**config.mk**
```make
export PLATFORM = sky130hd
export DESIGN_NAME = float32_magnitude_adder
export DESIGN_NICKNAME = d
export VERILOG_FILES = /design/src/sv/fma_pkg.sv /design/src/sv/fma_order.sv /design/src/sv/fma_align.sv /design/src/sv/fma_round.sv /design/src/sv/float32_magnitude_adder.sv
export SDC_FILE = /design/constraint.sdc
export NUM_CORES = 1
export LEC_CHECK = 0
export BUFFER_PORTS_ARGS = -buffer_cell sky130_fd_sc_hd__buf_4
export CORE_AREA = 2 2 165 167
export DETAILED_ROUTE_END_ITERATION = 16
export DIE_AREA = 0 0 167 169
export GPL_ROUTABILITY_DRIVEN = 0
export PLACE_DENSITY = 0.64
export REMOVE_ABC_BUFFERS = 1
export SYNTH_ARGS = -nofsm -noshare
export SYNTH_HDL_FRONTEND = slang
export SYNTH_SLANG_ARGS = --single-unit
```
**constraint.sdc**
```tcl
create_clock -name clock -period 6.63 [get_ports clock]
set_input_delay 0.663 -clock clock [delete_from_list [all_inputs] [get_ports clock]]
set_output_delay 0.663 -clock clock [all_outputs]
set_load 0.05 [all_outputs]
```
**src/sv/fma_pkg.sv**
```systemverilog
// ----------------------------------------------------------------------------
// fma_pkg: shared types and constants of the float32 magnitude adder
// Field widths, masks and the records passed between pipeline stages.
// ----------------------------------------------------------------------------
package fma_pkg;
   localparam int unsigned WORD_W = 32;
   localparam int unsigned EXP_W = 8;
   localparam int unsigned FRAC_W = 23;
   localparam int unsigned MAX_GAP = 24;
   localparam logic [EXP_W-1:0] EXP_MAX = 8'd255;
   localparam logic [WORD_W-1:0] INF_BITS = 32'h7f80_0000;

   // stage 1 to stage 2: ordered operands
   typedef struct packed {
      logic sign;
      logic [30:0] big;
      logic [EXP_W-1:0] eb;
      logic [EXP_W-1:0] gap;
      logic pass;
      logic [FRAC_W:0] mb;
      logic [FRAC_W:0] ms;
      logic big_norm;
      logic small_norm;
   } order_type;

   // stage 2 to stage 3: aligned sum
   typedef struct packed {
      logic sign;
      logic [30:0] big;
      logic pass;
      logic [EXP_W-1:0] eb;
      logic [24:0] sum;
      logic [31:0] rem;
   } align_type;
endpackage

```
**src/sv/fma_order.sv**
```systemverilog
// ----------------------------------------------------------------------------
// fma_order: operand ordering stage
// Compares magnitudes, picks the larger operand and computes the exponent gap.
// ----------------------------------------------------------------------------
module fma_order (
   input  logic [31:0] operand_a,
   input  logic [31:0] operand_b,
   output fma_pkg::order_type ord
);
   import fma_pkg::*;
   logic [30:0] ma, mbg, big, sml;
   logic [EXP_W-1:0] es;
   always_comb begin
      ma = operand_a[30:0];
      mbg = operand_b[30:0];
      if (ma > mbg) begin
         big = ma;
         sml = mbg;
      end else begin
         big = mbg;
         sml = ma;
      end
      es = sml[30:23];
      ord.sign = operand_a[31];
      ord.big = big;
      ord.eb = big[30:23];
      ord.gap = big[30:23] - es;
      ord.pass = (big[30:23] - es) > EXP_W'(MAX_GAP);
      ord.big_norm = big[30:23] != '0;
      ord.small_norm = es != '0;
      ord.mb = {big[30:23] != '0, big[22:0]};
      ord.ms = {es != '0, sml[22:0]};
   end
endmodule

```
**src/sv/fma_align.sv**
```systemverilog
// ----------------------------------------------------------------------------
// fma_align: alignment and add stage
// Shifts the smaller significand, keeps the bits shifted out, adds.
// ----------------------------------------------------------------------------
module fma_align (
   input  fma_pkg::order_type ord,
   output fma_pkg::align_type aln
);
   import fma_pkg::*;
   logic [4:0] sh;
   logic [55:0] wide;
   always_comb begin
      if (ord.big_norm && ord.small_norm) begin
         sh = ord.gap[4:0];
      end else if (ord.big_norm) begin
         sh = 5'(ord.gap - 8'd1);
      end else begin
         sh = '0;
      end
      wide = {ord.ms, 32'd0} >> sh;
      aln.sign = ord.sign;
      aln.big = ord.big;
      aln.pass = ord.pass;
      aln.eb = ord.eb;
      aln.sum = {1'b0, ord.mb} + {1'b0, wide[55:32]};
      aln.rem = wide[31:0];
   end
endmodule

```
**src/sv/fma_round.sv**
```systemverilog
// ----------------------------------------------------------------------------
// fma_round: normalise and round stage
// Renormalises on carry, rounds to nearest-even, saturates to infinity.
// ----------------------------------------------------------------------------
module fma_round (
   input  fma_pkg::align_type aln,
   output logic [31:0] sum_bits
);
   import fma_pkg::*;
   logic [8:0] ex;
   logic [31:0] rem;
   logic [22:0] man;
   logic inc;
   always_comb begin
      if (aln.sum[24]) begin
         ex = {1'b0, aln.eb} + 9'd1;
         rem = {aln.sum[0], aln.rem[31:1]};
         man = aln.sum[23:1];
      end else if (aln.sum[23]) begin
         ex = (aln.eb == '0) ? 9'd1 : {1'b0, aln.eb};
         rem = aln.rem;
         man = aln.sum[22:0];
      end else begin
         ex = '0;
         rem = '0;
         man = aln.sum[22:0];
      end
      inc = rem[31] && ((rem[30:0] != '0) || man[0]);
      if (aln.pass) begin
         sum_bits = {aln.sign, aln.big};
      end else if (ex >= {1'b0, EXP_MAX}) begin
         sum_bits = {aln.sign, 31'd0} | INF_BITS;
      end else begin
         sum_bits = {aln.sign, 31'd0} + {1'b0, ex[7:0], man} + 32'(inc);
      end
   end
endmodule

```
**src/sv/float32_magnitude_adder.sv**
```systemverilog
// ----------------------------------------------------------------------------
// float32_magnitude_adder: single-precision magnitude adder
//  channel | dir | fields (tdata, low bit first)
//  req_    | in  | operand_a[31:0], operand_b[63:32]
//  rsp_    | out | sum_bits[31:0]
// One item per cycle unless the output stalls; stages: order, align/add, round.
// Synchronous active-high reset clears the stage valid bits.
// A stage advances when its output stage is empty or being taken;
// a stall holds every full stage, nothing is lost or repeated.
// ----------------------------------------------------------------------------
module float32_magnitude_adder (
   input  logic clock,
   input  logic reset,
   input  logic req_tvalid,
   output logic req_tready,
   input  logic [63:0] req_tdata,   // operand_a, operand_b
   output logic rsp_tvalid,
   input  logic rsp_tready,
   output logic [31:0] rsp_tdata    // sum_bits
);
   import fma_pkg::*;
   order_type ord, s1_ff, s1_in;
   align_type aln, s2_ff, s2_in;
   logic [31:0] res, s3_ff, s3_in;
   logic v1_ff, v2_ff, v3_ff;
   logic en1, en2, en3;

   fma_order u_order (.operand_a(req_tdata[31:0]), .operand_b(req_tdata[63:32]), .ord(ord));
   fma_align u_align (.ord(s1_ff), .aln(aln));
   fma_round u_round (.aln(s2_ff), .sum_bits(res));

   assign en3 = !v3_ff || rsp_tready;
   assign en2 = !v2_ff || en3;
   assign en1 = !v1_ff || en2;
   assign req_tready = en1;
   assign rsp_tvalid = v3_ff;
   assign rsp_tdata = s3_ff;
   assign s1_in = ord;
   assign s2_in = aln;
   assign s3_in = res;

   always_ff @(posedge clock) begin
      if (reset) begin
         v1_ff <= 1'b0;
         v2_ff <= 1'b0;
         v3_ff <= 1'b0;
      end else begin
         if (en1) v1_ff <= req_tvalid;
         if (en2) v2_ff <= v1_ff;
         if (en3) v3_ff <= v2_ff;
      end
   end

   always_ff @(posedge clock) begin
      if (en1) s1_ff <= s1_in;
      if (en2) s2_ff <= s2_in;
      if (en3) s3_ff <= s3_in;
   end
endmodule

```
# Word-level counts from Yosys, hierarchy flattened
# Index checks and enable logic that the tools add are counted.
# W data, S select, Z words.
[word_totals]
in_bits = 68
elab_cells = 54
out_inout_bits = 34
regBits = 229
[classes]
muxes = 12
reduce_logical = 13
order_cmp = 3
add_sub_neg = 6
shift = 1
[op_table]
columns = ["cell", "count"]
rows = [
  ["$mux W32", 4],
  ["$mux W31", 2],
  ["$shr A56 B5 Y56", 1],
  ["$add A32 B1 Y32", 1],
  ["$add A32 B31 Y32", 1],
  ["$gt A31 B31 Y1", 1],
  ["$reduce_bool A31 Y1", 1],
  ["$add A24 B24 Y25", 1],
  ["$mux W23", 1],
  ["$mux W9", 2],
  ["$reduce_bool A8 Y1", 2],
  ["$mux W5", 2],
  ["$add A8 B1 Y9 const B", 1],
  ["$ge A9 B8 Y1 const B", 1],
  ["$gt A8 B5 Y1 const B", 1],
  ["$logic_not A8 Y1", 1],
  ["$mux W8", 1],
  ["$sub A8 B8 Y8", 1],
  ["$sub A5 B1 Y5 const B", 1],
  ["$logic_or A1 B1 Y1", 4],
  ["$logic_not A1 Y1", 3],
  ["$logic_and A1 B1 Y1", 2],
]

# Depth between registers and ports, before layout
[depth]
word_depth = 8
ltp_mapped = 23
mapped_depth_nobuf = 22

# Cells and area by module
# Synthesis repeated with hierarchy kept, for this count alone.
[unflattened]
hier_cells = 1300
hier_area_um2 = 14296.2
[modules_own_cells]
columns = ["module", "cells_each", "area_per_inst_um2", "instances", "seq_area_each_um2"]
rows = [
  ["float32_magnitude_adder", 241, 6985.4, 1, 6936.7],
  ["fma_align", 434, 3261.9, 1, 0.0],
  ["fma_order", 348, 2127.0, 1, 0.0],
  ["fma_round", 277, 1921.8, 1, 0.0],
]

# Worst setup path after synthesis
# OpenSTA, ideal clock, no wires.
[synth_path]
kind = "register to register"
startpoint = "reg s1_ff[51] in the netlist's numbering"
endpoint = "reg s2_ff[54] in the netlist's numbering, data pin"
path_slack_ns = 1.881
path_stages_with_launch = 24
path_buffers = 2
period_less_slack_ns = 4.749
arrival_time_ns = 4.491
setup_ns = 0.258
required_time_ns = 6.372
cell_sequence = "edfxtp_1 -> inv_1 -> ha_1 -> nor2b_1 -> xnor2_1 -> nand2b_1 -> clkbuf_1 -> buf_2 -> mux2i_1 -> mux2i_1 -> nand2_1 -> o21ai_0 -> ha_1 -> fa_1 -> a21o_1 -> a21oi_1 -> o21bai_1 -> a211o_1 -> a31oi_1 -> a211o_1 -> a31oi_1 -> a21o_1 -> a21oi_1 -> xnor2_1"
[synth_rtl]
columns = ["item", "line", "text"]
rows = [
  ["from (decl)", "float32_magnitude_adder.sv:22", "order_type ord, s1_ff, s1_in;"],
  ["from (signal assigned)", "float32_magnitude_adder.sv:55", "if (en1) s1_ff <= s1_in;"],
  ["to (signal assigned)", "float32_magnitude_adder.sv:56", "if (en2) s2_ff <= s2_in;"],
  ["to (decl)", "float32_magnitude_adder.sv:23", "align_type aln, s2_ff, s2_in;"],
]

==> results.json <==
{
  "outcome": "completed",
  "dpl.hpwl_um": 19300,
  "synth_cell_types": 65,
  "final_net_count": 1316,
  "drt_iter0_drc": 475,
  "critical_path_required_ns": 6.83,
  "powerDensity_mw_per_mm2": 362,
  "hold_viol_final": 0,
  "overflow": 0,
  "ios": 102,
  "grt_max_degree": 84,
  "finalSetupTns_ns": 0,
  "finalMaxSlewViolations": 0,
  "grt_pass1_vias": 7756,
  "row_count": 60,
  "r2r_slack_ns": 0.84,
  "via_count": 8203,
  "die_w_um": 167,
  "setup_ws_ns": 0.841,
  "r2r-end": "s2_ff[55]$_DFFE_PP_",
  "crit_type": "flop to flop",
  "place_ws_ns": 0.854,
  "cts_root_buffer": "clkbuf_16",
  "syn_inst": 1099,
  "maxCapViolCount": 0,
  "ctsLongestPathBuffers": 2,
  "fin_cells": 1541,
  "routed_via_density": 5.32,
  "ys_seq_area_share_pct": 47.6,
  "antenna_left": 0,
  "hold-path-cell-count": 2,
  "drc_errors": 0,
  "period_share_pct": 87.3,
  "min_to": "v2_ff$_SDFFE_PP0P_",
  "numCtsBuffers": 17,
  "numClockSinks": 187,
  "crit_path_max_fanout": 21,
  "min_period_ns": 5.79,
  "syn_to_final_growth_pct": 14.3,
  "start_util_pct": 44.3,
  "die_area_mm2": 0.0282,
  "cts_setup_buffers": 0,
  "finalInstanceArea_mm2": 0.0134,
  "synth_edf_count": 184,
  "hold_class": "input pin to flop",
  "clock_skew_ns": 0.0250,
  "core_area_mm2": 0.0265,
  "postPlaceCellArea_mm2": 0.0128,
  "timing.slew.headroom_pct": 33.4,
  "drt-total-wl_um": 24900,
  "die_height_um": 169,
  "leakage_uw": 0.00562,
  "synthMostInstantiatedCell": "edfxtp_1",
  "drive_above_1_share_pct": 16.3,
  "clk_pin_slew_ns": 0.07,
  "end_kind": "flop",
  "n_antenna_cell": 0,
  "cts_tree": "done",
  "yosysWarnings": 0,
  "max_freq_mhz": 173,
  "start_kind": "flop",
  "yosysTopAreaCellShare_pct": 47.1,
  "arrival_ns": 5.99,
  "yosys.area.top_type": "edfxtp_1",
  "synth_common_cells": "edfxtp_1, nand2_1, mux2i_1",
  "cts_max_level": 4,
  "r2r_start": "s1_ff[51]$_DFFE_PP_",
  "min_from": "reset",
  "synthArstFlopShare_pct": 0,
  "setup_viol": 0,
  "synthesis.area_mm2": 0.0117,
  "first_pass_iters": 5,
  "post-place-cells": 1509,
  "wire_per_inst_um": 16.2,
  "portBuffers": 100,
  "synthTopCellsByArea": "edfxtp_1, mux2i_1, ha_1, nand2_1, xnor2_1",
  "ir_drop_uv": 148,
  "cts_resized": 0,
  "synth.avg_cell_area_um2": 10.7,
  "rsz0062_at_grt": "no",
  "hold_buffers": 0,
  "reg2reg_depth": 22,
  "antenna_found_initial": 0,
  "synth-main-ff-cell": "edfxtp_1",
  "grt_pass1_wl_um": 40100,
  "ys_seq_elements": 187,
  "worst_pin_slew_ns": 1.00,
  "clk_latency_ns": 0.45,
  "track_usage_pct": 17.9
}
metal layers:
| metal | up-vias | share of wire, % | track usage [%] |
|---|---|---|---|
| met5 | - | 0 | 0 |
| met4 | 0 | 1.9 | 6.11 |
| met3 | 27 | 4.1 | 3.23 |
| met2 | 192 | 46 | 27.9 |
| met1 | 3761 | 48 | 25.3 |
| li1 | 4223 | - | - |
registers in the layout (all words and copies together) (netlist names):
name,flops
rsp_tdata,32
s1_ff,63
rsp_tvalid,1
v2_ff,1
v1_ff,1
s2_ff,89
per-stage QoR:
| stage | power [uW] | utilization, % | hold slack (ns) |
|---|---|---|---|
| after global routing | 5170 | 50.7 | 0.384 |
| after global placement | 3790 | 48.3 | 0.403 |
| final | 4860 | 50.7 | 0.383 |
| after detailed placement | 3820 | 48.3 | 0.405 |
| after CTS | 4880 | 50.7 | 0.380 |
| after floorplan | 3310 | - | 0.400 |
layout by cell type (no fill, tap or decap), drive strengths merged, types with 18 or more instances in the layout:
cell / n
nand3: 27
nor4: 18
nand2: 120
ha: 60
a21oi: 61
and2: 19
mux2: 31
buf: 115
xnor2: 43
nor2: 71
edfxtp: 184
clkbuf: 19
mux2i: 97
inv: 60
a22o: 23
xor2: 23
o21ai: 64
worst max-delay path by stage:
stage,startpoint,endpoint,slack (ns)
2_1_floorplan,s1_ff[51]$_DFFE_PP_,s2_ff[54]$_DFFE_PP_,1.46
3_3_place_gp,s1_ff[51]$_DFFE_PP_,s2_ff[54]$_DFFE_PP_,1.03
3_5_place_dp,s1_ff[51]$_DFFE_PP_,s2_ff[55]$_DFFE_PP_,0.85
4_1_cts,s1_ff[51]$_DFFE_PP_,s2_ff[55]$_DFFE_PP_,0.85
5_1_grt,s1_ff[51]$_DFFE_PP_,s2_ff[54]$_DFFE_PP_,0.39
6_report,s1_ff[51]$_DFFE_PP_,s2_ff[55]$_DFFE_PP_,0.84
layout make-up:
type / count / area (um2)
fillers: 2387 / 13100
multi-input cells: 811 / 5730
flip-flops and latches: 187 / 5590
repair buffers: 115 / 863
clock buffers: 19 / 433
well taps: 341 / 427
inverters: 55 / 208
clock inverters: 13 / 178
power by group:
| part | leakage [uW] | switching [uW] | internal [uW] |
|---|---|---|---|
| Clock | 0.000297 | 455 | 604 |
| Combinational | 0.00333 | 1130 | 790 |
| Sequential | 0.00200 | 197 | 1690 |
critical path: stages, from the launching register on:
cell      delay (ns)
edfxtp_1        0.43
inv_1           0.10
ha_1            0.23
o21ai_0         0.28
nand2_1         0.59
buf_4           0.43
mux2i_1         0.13
mux2i_1         0.19
mux2i_1         0.17
mux2i_1         0.23
nand2_1         0.07
o21ai_0         0.19
ha_1            0.33
a21o_1          0.18
a21oi_1         0.21
nor2b_1         0.07
o21a_1          0.21
o211ai_1        0.27
a31oi_1         0.23
a211oi_1        0.45
nor3_1          0.12
a211oi_1        0.31
xnor2_1         0.10
logic make-up after synthesis:
kind of cell | Yosys count | synth area share (%)
AO/OA/AOI/OAI | 220 | 12.0
multiplexers | 128 | 11.2
XOR/XNOR | 66 | 4.92
flip-flops | 187 | 47.6
buffers and inverters | 101 | 3.66
AND/OR/NAND/NOR | 336 | 14.0
adder cells (fa/ha/maj) | 61 | 6.56
Note: power is estimated with default switching activity, not from simulation.
